**config.mk**
```make
export PLATFORM = sky130hd
export DESIGN_NAME = gamepad_input_qualifier_top
export DESIGN_NICKNAME = d
export VERILOG_FILES = /design/src/hdl/gpiq_pkg.sv /design/src/hdl/gamepad_input_qualifier_top.sv /design/src/hdl/gpiq_cfg_regs.sv /design/src/hdl/gpiq_stick_axis.sv /design/src/hdl/gpiq_qualify.sv
export VERILOG_INCLUDE_DIRS = /design/src /design/src/hdl
export SDC_FILE = /design/constraint.sdc
export NUM_CORES = 1
export LEC_CHECK = 0
export BUFFER_PORTS_ARGS = -buffer_cell sky130_fd_sc_hd__buf_2
export CAP_MARGIN = 20
export CORE_MARGIN = 4
export CORE_UTILIZATION = 42
export CTS_BUF_LIST = sky130_fd_sc_hd__clkbuf_2 sky130_fd_sc_hd__clkbuf_4 sky130_fd_sc_hd__clkbuf_8
export DETAILED_ROUTE_END_ITERATION = 12
export SKIP_CTS_REPAIR_TIMING = 1
export SLEW_MARGIN = 10
export SYNTH_ARGS = -nofsm -noshare
export SYNTH_HDL_FRONTEND = slang
export SYNTH_SLANG_ARGS = --single-unit
```
**constraint.sdc**
```tcl
create_clock -name clk -period 25.1 [get_ports clk]
set_input_delay 5.02 -clock clk [delete_from_list [all_inputs] [get_ports clk]]
set_output_delay 5.02 -clock clk [all_outputs]
set_load 0.005 [all_outputs]
```
**src/hdl/gamepad_input_qualifier_top_macros.svh**
```systemverilog
// Assertion macros shared by the gamepad input qualifier RTL.
// Needs a clock named clk and an active-low reset named rst_n in the using scope.
`ifndef GAMEPAD_INPUT_QUALIFIER_TOP_MACROS_SVH
`define GAMEPAD_INPUT_QUALIFIER_TOP_MACROS_SVH

// Same-cycle implication, switched off while reset is held.
`define GPIQ_ASSERT_IMPL(name, ante, cons, msg) \
  name: assert property (@(posedge clk) disable iff (!rst_n) (ante) |-> (cons)) \
    else $error(msg);

// Next-cycle implication, switched off while reset is held.
`define GPIQ_ASSERT_NEXT(name, ante, cons, msg) \
  name: assert property (@(posedge clk) disable iff (!rst_n) (ante) |=> (cons)) \
    else $error(msg);

`endif

```
**src/hdl/gpiq_pkg.sv**
```systemverilog
// Shared types, codes and constants for the gamepad input qualifier.
// Used by every RTL module of the block; depends on nothing else.
package gpiq_pkg;

  // Number of controller ports that keep state.
  localparam int NUM_PORTS  = 4;
  localparam int PORT_IDX_W = (NUM_PORTS > 1) ? $clog2(NUM_PORTS) : 1;

  // Sample status codes.
  localparam logic [1:0] STATUS_OK      = 2'd0;
  localparam logic [1:0] STATUS_NO_CTRL = 2'd1;

  // Configuration register indexes.
  localparam logic [1:0] REG_REPEAT_DELAY      = 2'd0;
  localparam logic [1:0] REG_STICK_THRESHOLD   = 2'd1;
  localparam logic [1:0] REG_CSTICK_THRESHOLD  = 2'd2;
  localparam logic [1:0] REG_TRIGGER_THRESHOLD = 2'd3;

  // Configuration reset values.
  localparam logic [6:0] RST_REPEAT_DELAY      = 7'd5;
  localparam logic [6:0] RST_STICK_THRESHOLD   = 7'd35;
  localparam logic [6:0] RST_CSTICK_THRESHOLD  = 7'd40;
  localparam logic [7:0] RST_TRIGGER_THRESHOLD = 8'd10;

  // Direction pulse codes (two bits, two's complement).
  localparam logic [1:0] PULSE_NONE = 2'b00;
  localparam logic [1:0] PULSE_POS  = 2'b01;
  localparam logic [1:0] PULSE_NEG  = 2'b11;

  typedef struct packed {
    logic [6:0] repeat_delay;
    logic [6:0] stick_threshold;
    logic [6:0] cstick_threshold;
    logic [7:0] trigger_threshold;
  } cfg_t;

  // One input transaction; last field in the lowest bits.
  typedef struct packed {
    logic [7:0]  trigger_right;
    logic [7:0]  trigger_left;
    logic [7:0]  cstick_y;
    logic [7:0]  cstick_x;
    logic [7:0]  stick_y;
    logic [7:0]  stick_x;
    logic [15:0] buttons;
    logic        read_ready;
    logic [1:0]  status;
    logic [1:0]  port;
  } sample_t;

  // One result transaction; last field in the lowest bits.
  typedef struct packed {
    logic [1:0]  dir_pulse_y;
    logic [1:0]  dir_pulse_x;
    logic [1:0]  triggers_released;
    logic [1:0]  triggers_pressed;
    logic [1:0]  trigger_bits;
    logic [19:0] buttons_released;
    logic [19:0] buttons_pressed;
    logic [19:0] buttons_held;
    logic        controller_missing;
    logic [1:0]  port_out;
  } result_t;

  // State of one main stick axis.
  typedef struct packed {
    logic [7:0] last;
    logic [7:0] count;
    logic [1:0] pulse;
  } axis_state_t;

  // Everything kept for one controller port.
  typedef struct packed {
    axis_state_t axis_x;
    axis_state_t axis_y;
    logic [19:0] prev_buttons;
    logic [19:0] pressed_bits;
    logic [19:0] released_bits;
    logic [1:0]  prev_trigger_bits;
    logic [1:0]  trig_pressed_bits;
    logic [1:0]  trig_released_bits;
  } port_state_t;

  localparam int SAMPLE_W    = $bits(sample_t);
  localparam int RESULT_W    = $bits(result_t);
  localparam int IN_TDATA_W  = ((SAMPLE_W + 7) / 8) * 8;
  localparam int OUT_TDATA_W = ((RESULT_W + 7) / 8) * 8;

endpackage

```
**src/hdl/gamepad_input_qualifier_top.sv**
```systemverilog
// Gamepad input qualifier: a sample passes an input register, then a result register.
// Throughput one transaction per cycle unless stalled, on the same port or any other:
// the per-port state is read, updated and written between the input and result registers.
// Reset (rst_n low at a clock edge) empties both registers, clears every port's state
// and returns the configuration registers to their defaults.
// Depends on gpiq_pkg, gpiq_cfg_regs, gpiq_qualify and the assertion macro header.
`include "gamepad_input_qualifier_top_macros.svh"

module gamepad_input_qualifier_top (
  input  logic                                clk,
  input  logic                                rst_n,
  // Input stream.
  input  logic                                in_tvalid,
  output logic                                in_tready,
  // port, status, read_ready, buttons, stick_x, stick_y, cstick_x, cstick_y,
  // trigger_left, trigger_right; zero padding on top.
  input  logic [gpiq_pkg::IN_TDATA_W-1:0]     in_tdata,
  // Result stream.
  output logic                                out_tvalid,
  input  logic                                out_tready,
  // port_out, controller_missing, buttons_held, buttons_pressed, buttons_released,
  // trigger_bits, triggers_pressed, triggers_released, dir_pulse_x, dir_pulse_y;
  // zero padding on top.
  output logic [gpiq_pkg::OUT_TDATA_W-1:0]    out_tdata,
  // Configuration write port.
  input  logic                                cfg_we,
  input  logic [1:0]                          cfg_addr,
  input  logic [7:0]                          cfg_wdata
);

  gpiq_pkg::cfg_t                     cfg;
  logic                               a_valid_r;
  gpiq_pkg::sample_t                  a_smp_r;
  logic                               adv;
  logic [gpiq_pkg::PORT_IDX_W-1:0]    a_idx;
  logic                               a_in_range;
  logic                               a_missing;
  logic                               a_good;
  gpiq_pkg::port_state_t              state_r [gpiq_pkg::NUM_PORTS];
  gpiq_pkg::port_state_t              cur_st;
  gpiq_pkg::port_state_t              good_st;
  gpiq_pkg::port_state_t              rep_st;
  gpiq_pkg::result_t                  res_nxt;
  gpiq_pkg::result_t                  res_r;
  logic                               out_valid_r;

  gpiq_cfg_regs u_cfg (
    .clk       (clk),
    .rst_n     (rst_n),
    .cfg_we    (cfg_we),
    .cfg_addr  (cfg_addr),
    .cfg_wdata (cfg_wdata),
    .cfg       (cfg)
  );

  // Handshake: the input register moves on whenever the result register is free.
  assign adv       = a_valid_r && (!out_valid_r || out_tready);
  assign in_tready = !a_valid_r || adv;

  // Input register.
  always_ff @(posedge clk) begin
    if (!rst_n) begin
      a_valid_r <= 1'b0;
    end else if (in_tready) begin
      a_valid_r <= in_tvalid;
    end
  end

  always_ff @(posedge clk) begin
    if (in_tvalid && in_tready) begin
      a_smp_r <= gpiq_pkg::sample_t'(in_tdata[gpiq_pkg::SAMPLE_W-1:0]);
    end
  end

  // Classify the registered sample and read its port's state.
  always_comb begin
    a_idx      = gpiq_pkg::PORT_IDX_W'(a_smp_r.port);
    a_in_range = 32'(a_smp_r.port) < gpiq_pkg::NUM_PORTS;
    a_missing  = a_smp_r.status == gpiq_pkg::STATUS_NO_CTRL;
    a_good     = (a_smp_r.status == gpiq_pkg::STATUS_OK) && a_smp_r.read_ready;
    cur_st     = state_r[a_idx];
  end

  gpiq_qualify u_qualify (
    .cfg (cfg),
    .smp (a_smp_r),
    .cur (cur_st),
    .nxt (good_st)
  );

  // Build the result from the state as it stands after this sample.
  always_comb begin
    rep_st  = a_good ? good_st : cur_st;
    res_nxt = '0;
    res_nxt.port_out = a_smp_r.port;
    if (!a_in_range || a_missing) begin
      res_nxt.controller_missing = 1'b1;
    end else begin
      res_nxt.buttons_held      = rep_st.prev_buttons;
      res_nxt.buttons_pressed   = rep_st.pressed_bits;
      res_nxt.buttons_released  = rep_st.released_bits;
      res_nxt.trigger_bits      = rep_st.prev_trigger_bits;
      res_nxt.triggers_pressed  = rep_st.trig_pressed_bits;
      res_nxt.triggers_released = rep_st.trig_released_bits;
      res_nxt.dir_pulse_x       = rep_st.axis_x.pulse;
      res_nxt.dir_pulse_y       = rep_st.axis_y.pulse;
    end
  end

  // Per-port state: cleared on no controller, updated on a good sample, else kept.
  always_ff @(posedge clk) begin
    if (!rst_n) begin
      for (int p = 0; p < gpiq_pkg::NUM_PORTS; p++) begin
        state_r[p] <= '0;
      end
    end else if (adv && a_in_range) begin
      if (a_missing) begin
        state_r[a_idx] <= '0;
      end else if (a_good) begin
        state_r[a_idx] <= good_st;
      end
    end
  end

  // Result register.
  always_ff @(posedge clk) begin
    if (!rst_n) begin
      out_valid_r <= 1'b0;
    end else if (adv) begin
      out_valid_r <= 1'b1;
    end else if (out_tready) begin
      out_valid_r <= 1'b0;
    end
  end

  always_ff @(posedge clk) begin
    if (adv) begin
      res_r <= res_nxt;
    end
  end

  assign out_tvalid = out_valid_r;
  assign out_tdata  = {{(gpiq_pkg::OUT_TDATA_W - gpiq_pkg::RESULT_W){1'b0}}, res_r};

  // A stalled input side always means a sample is waiting in the input register.
  `GPIQ_ASSERT_IMPL(a_stall_has_item, !in_tready, a_valid_r, "input stalled with empty stage")

  // A no-controller sample yields a result flagged as missing.
  `GPIQ_ASSERT_NEXT(a_missing_flagged, adv && a_missing, out_valid_r && res_r.controller_missing, "missing flag lost")

  // A no-controller sample leaves that port fully cleared.
  `GPIQ_ASSERT_NEXT(a_missing_clears, adv && a_in_range && a_missing, state_r[$past(a_idx)] == '0, "port state not cleared")

  // A held sample leaves that port's state untouched.
  `GPIQ_ASSERT_NEXT(a_hold_keeps, adv && a_in_range && !a_missing && !a_good, state_r[$past(a_idx)] == $past(cur_st), "held sample changed state")

endmodule

```
**src/hdl/gpiq_cfg_regs.sv**
```systemverilog
// Configuration registers of the gamepad input qualifier.
// Depends on gpiq_pkg for the register indexes and reset values.
module gpiq_cfg_regs (
  input  logic                 clk,
  input  logic                 rst_n,
  input  logic                 cfg_we,
  input  logic [1:0]           cfg_addr,
  input  logic [7:0]           cfg_wdata,
  output gpiq_pkg::cfg_t       cfg
);

  gpiq_pkg::cfg_t cfg_r;
  gpiq_pkg::cfg_t cfg_nxt;

  // Decode the write onto the addressed register.
  always_comb begin
    cfg_nxt = cfg_r;
    if (cfg_we) begin
      case (cfg_addr)
        gpiq_pkg::REG_REPEAT_DELAY:      cfg_nxt.repeat_delay      = cfg_wdata[6:0];
        gpiq_pkg::REG_STICK_THRESHOLD:   cfg_nxt.stick_threshold   = cfg_wdata[6:0];
        gpiq_pkg::REG_CSTICK_THRESHOLD:  cfg_nxt.cstick_threshold  = cfg_wdata[6:0];
        gpiq_pkg::REG_TRIGGER_THRESHOLD: cfg_nxt.trigger_threshold = cfg_wdata;
        default:                         cfg_nxt = cfg_r;
      endcase
    end
  end

  always_ff @(posedge clk) begin
    if (!rst_n) begin
      cfg_r.repeat_delay      <= gpiq_pkg::RST_REPEAT_DELAY;
      cfg_r.stick_threshold   <= gpiq_pkg::RST_STICK_THRESHOLD;
      cfg_r.cstick_threshold  <= gpiq_pkg::RST_CSTICK_THRESHOLD;
      cfg_r.trigger_threshold <= gpiq_pkg::RST_TRIGGER_THRESHOLD;
    end else begin
      cfg_r <= cfg_nxt;
    end
  end

  assign cfg = cfg_r;

endmodule

```
**src/hdl/gpiq_stick_axis.sv**
```systemverilog
// Direction pulse, hold counter and re-arm logic for one main stick axis.
// Depends on gpiq_pkg for the axis state type and pulse codes.
module gpiq_stick_axis (
  input  logic [6:0]                threshold,
  input  logic [6:0]                repeat_delay,
  input  logic [7:0]                pos,
  input  gpiq_pkg::axis_state_t     cur,
  output gpiq_pkg::axis_state_t     nxt
);

  logic signed [8:0] pos_s;
  logic signed [8:0] last_s;
  logic signed [8:0] thr_s;
  logic              neg_now;
  logic              pos_now;
  logic              neg_last;
  logic              pos_last;
  logic              fire_neg;
  logic              fire_pos;
  logic [7:0]        count_base;
  logic [7:0]        count_inc;
  logic              rearm;

  // Compare the sample and the remembered position against the threshold.
  always_comb begin
    pos_s    = $signed({pos[7], pos});
    last_s   = $signed({cur.last[7], cur.last});
    thr_s    = $signed({2'b00, threshold});
    neg_now  = pos_s < -thr_s;
    pos_now  = pos_s > thr_s;
    neg_last = last_s < -thr_s;
    pos_last = last_s > thr_s;
    fire_neg = neg_now && !neg_last;
    fire_pos = pos_now && !pos_last;
  end

  // A fresh crossing fires a pulse and restarts the hold count; a long hold re-arms.
  always_comb begin
    count_base = (fire_neg || fire_pos) ? 8'd0 : cur.count;
    count_inc  = (neg_now || pos_now) ? count_base + 8'd1 : 8'd0;
    rearm      = count_inc > {1'b0, repeat_delay};
    nxt.last   = rearm ? 8'd0 : pos;
    nxt.count  = rearm ? 8'd0 : count_inc;
    if (fire_pos) begin
      nxt.pulse = gpiq_pkg::PULSE_POS;
    end else if (fire_neg) begin
      nxt.pulse = gpiq_pkg::PULSE_NEG;
    end else begin
      nxt.pulse = gpiq_pkg::PULSE_NONE;
    end
  end

endmodule

```
**src/hdl/gpiq_qualify.sv**
```systemverilog
// Next port state for a good sample: C-stick folding, button and trigger edges,
// and both stick axes. Depends on gpiq_pkg and gpiq_stick_axis.
module gpiq_qualify (
  input  gpiq_pkg::cfg_t        cfg,
  input  gpiq_pkg::sample_t     smp,
  input  gpiq_pkg::port_state_t cur,
  output gpiq_pkg::port_state_t nxt
);

  logic signed [8:0] cx_s;
  logic signed [8:0] cy_s;
  logic signed [8:0] ct_s;
  logic [19:0]       held;
  logic [19:0]       btn_diff;
  logic [1:0]        trig;
  logic [1:0]        trig_diff;

  // Threshold the C-stick into four direction bits above the buttons.
  always_comb begin
    cx_s = $signed({smp.cstick_x[7], smp.cstick_x});
    cy_s = $signed({smp.cstick_y[7], smp.cstick_y});
    ct_s = $signed({2'b00, cfg.cstick_threshold});
    held = {cx_s > ct_s, cx_s < -ct_s, cy_s < -ct_s, cy_s > ct_s, smp.buttons};
  end

  // Digital trigger bits: right in bit 0, left in bit 1.
  assign trig = {smp.trigger_left > cfg.trigger_threshold,
                 smp.trigger_right > cfg.trigger_threshold};

  // Pressed and released edges against the last good sample.
  always_comb begin
    btn_diff               = held ^ cur.prev_buttons;
    trig_diff              = trig ^ cur.prev_trigger_bits;
    nxt.prev_buttons       = held;
    nxt.pressed_bits       = held & btn_diff;
    nxt.released_bits      = cur.prev_buttons & btn_diff;
    nxt.prev_trigger_bits  = trig;
    nxt.trig_pressed_bits  = trig & trig_diff;
    nxt.trig_released_bits = cur.prev_trigger_bits & trig_diff;
  end

  gpiq_stick_axis u_axis_x (
    .threshold    (cfg.stick_threshold),
    .repeat_delay (cfg.repeat_delay),
    .pos          (smp.stick_x),
    .cur          (cur.axis_x),
    .nxt          (nxt.axis_x)
  );

  gpiq_stick_axis u_axis_y (
    .threshold    (cfg.stick_threshold),
    .repeat_delay (cfg.repeat_delay),
    .pos          (smp.stick_y),
    .cur          (cur.axis_y),
    .nxt          (nxt.axis_y)
  );

endmodule
```
==> results.toml <==
[critical_path]
rr_worst_depth = 24
path_class = "primary input to output port"
setup.worst_path.start_class = "primary input"
required_ns = 20.08
critPathMaxFanout = 4
r2r_end = "state_r[0][72]$_SDFFCE_PN0P_"
end_kind = "output port"
rrSetupSlack_ns = 17.38
regToRegStartpoint = "u_cfg.cfg[16]$_SDFFE_PN1P_"
crit_arrival_ns = 5.68

[die]
ios = 169
die_h_um = 264.2
start_util_pct = 42.62
die-area_um2 = 69820
die_x_um = 264.2
design.core.area_um2 = 64700
rows = 93

[global_route]
antenna_found_initial = 2
grt_pass1_vias = 18204
grt_max_degree = 76
grt_pass1_wl_um = 104700
grtUsageTotal_pct = 19.31
grt_remaining_overflow = 0

[placement]
port_buffers = 158
place_congestion = 0.8882
pre_cts_ws_ns = 14.41
hpwlAfterDp_um = 40510

[min_path]
worstHoldPathCells = 2
min_to = "u_cfg.cfg[4]$_SDFFE_PN0P_"
min_from = "u_cfg.cfg[4]$_SDFFE_PN0P_"
hold_path.class = "flop to flop"

[job]
maxCapViolCount = 0

[pwr]
internal_power_w = 0.001639
power_frac_clock_pct = 38.4
netSwitchingFraction_pct = 24.64
seq_power_share_pct = 52.0
combPwrFrac_pct = 9.6
p_leak_nw = 11.85
vdd.ir_drop.worst_mv = 0.04225
power.density_nw_per_um2 = 69.71
netSwitchingPower_w = 0.0005358

[route]
ant_nets = 0
drc_errors = 0
routed_wl_um = 67930
via_count = 17705
drt_first_pass_iters = 6
viasPerCell = 5.547
drt_iter0_drc = 1478
routedWlPerCell_um = 21.28

[timing]
post-route-min-period_ns = 10.70
hold_viol = 0
max_slew_margin_pct = 28.00
setup_tns_ns = 0
skew_ns = 0.03305
rsz0062_at_grt = "false"
maxSlewViolCount = 0
worst_pin_slew_ns = 1.076
fmaxAchievable_mhz = 93.49
setup_viol = 0
post-route-period-util_pct = 42.61
fin_ws_ns = 14.40

[synth]
seq_area_frac_synth_pct = 62.29
synth_cell_types = 81
postSynthAreaPerCell_um2 = 13.25
yosys_warnings = 0
syn_area_um2 = 27580
netlist_instances = 2081
ys_ff_latch = 583
synth-edff-count = 550
synth_ff_type = "edfxtp_1"
async_flop_share_pct = 0

[layout]
diodes = 0
area_delta_synth_final_pct = 13.13
multi_input_area_um2 = 9580
fillers = 5787
final_util_pct = 48.22
fin_nets = 2451
drive_gt1_share_pct = 21.57
ff_latch_area_um2 = 17180

[clocking]
cts_inserted_buffers = 96
htreeDepth = 3
clkSlewWorstSetupHoldPaths_ns = 0.06
clk_latency_ns = 0.71
root_buffer = "clkbuf_8"
numClockSinks = 583
cts_tree = "done"
clockBufferDepth = 3

[status]
outcome = "finished clean"
## stage by stage
step                std cells  hold slack, ns  instance area (um2)  total power, W
CTS                      3190          0.4718                31160        0.002198
detailed placement       3015          0.4627                29230        0.001362
finish                   3192          0.4717                31200        0.002175
global placement         3015          0.4553                29230        0.001356
global route             3192          0.4939                31200        0.002266
floorplan                2095          0.4435                27630        0.001288
## logic make-up (layout without fill, tap and decap cells)
group	after synthesis	after routing	share of synthesized area (%)
simple gates	778	778	13.82
flops	583	583	62.29
compound gates	255	255	6.348
buf+inv	227	469	3.453
mux	114	114	8.698
fa+ha+maj	105	105	4.755
xor+xnor	18	18	0.6216
other cells	1	15	0.01360
## flip-flops by register name, indices dropped and copies added, names as in the netlist, named ones only
register    flops
a_smp_r        67
u_cfg.cfg      29
a_valid_r       1
out_tvalid      1
out_tdata      73
a_idx           2
state_r       408
## how the worst max path moves through the flow
stage	start	end	slack (ns)	cells past startpoint
2_1_floorplan	out_tready	state_r[0][0]$_SDFFCE_PN0P_	12.50	8
3_3_place_gp	out_tready	in_tready	14.41	4
3_5_place_dp	out_tready	in_tready	14.41	4
4_1_cts	out_tready	in_tready	14.41	4
5_1_grt	out_tready	in_tready	14.37	4
6_report	out_tready	in_tready	14.40	4
## layer usage
layer / GRT usage (%) / wire length, um
met4: 5.625 / 1625
met1: 25.39 / 28590
met3: 4.098 / 4788
met5: 0 / 27
met2: 32.54 / 32910
## area by class of cell
cell class | count | area share (%)
sequential | 583 | 55.08
multi-input combinational | 1285 | 30.71
inverter | 106 | 1.279
clock inverter | 35 | 0.8503
tap | 855 | 3.429
timing repair buffer | 188 | 3.333
clock buffer | 140 | 5.314
## Yosys cell counts (all sizes together) (4+ instances only)
cell type / instances / area, um2
edfxtp: 550 / 16520
nor2: 223 / 837.1
nand2: 216 / 813.3
inv: 106 / 397.9
ha: 104 / 1301
mux4: 100 / 2252
clkbuf: 81 / 306.5
nor3: 59 / 295.3
o21ai: 59 / 299.0
a21oi: 54 / 270.3
nor2b: 53 / 331.6
and3: 52 / 325.3
and4: 41 / 359.1
buf: 40 / 247.7
dfxtp: 33 / 660.6
nand3: 32 / 160.2
o21a: 28 / 210.2
or2: 24 / 150.1
and2: 22 / 137.6
a21boi: 16 / 120.1
nor4: 15 / 108.9
o211ai: 15 / 117.6
nand2b: 10 / 62.56
nand4: 10 / 62.56
o31ai: 10 / 75.07
mux2i: 9 / 90.09
xor2: 9 / 78.83
a211oi: 8 / 60.06
a31oi: 8 / 50.05
nor3b: 8 / 60.06
xnor2: 8 / 70.07
a22oi: 7 / 52.55
mux2: 5 / 56.30
a2111oi: 4 / 47.55
o2111ai: 4 / 35.03
## power groups by stage
stage          sequential [W]  combinational, W  clock (W)
6_report              0.00113          0.000209   0.000834
5_1_grt               0.00114          0.000232   0.000898
4_1_cts               0.00113          0.000211   0.000855
3_5_place_dp          0.00115          0.000210          0
3_3_place_gp          0.00115          0.000206          0
2_1_floorplan         0.00114          0.000145          0
## critical path, cell delays in order
cell and delay, ns:
buf_2 0.10, nor2b_1 0.29, nand2_1 0.12, buf_2 0.14
## placed cells by master, fill, tap and decap left out, types with 43 or more instances in the layout
cell type and instances:
edfxtp_1 550, nor2_1 221, nand2_1 209, buf_2 158, inv_1 105, ha_1 104, mux4_2 100, clkbuf_8 97
nor3_1 58, a21oi_1 54, o21ai_0 52, nor2b_1 51, and3_1 51, clkbuf_4 43
Note: power is estimated with default switching activity, not from simulation.
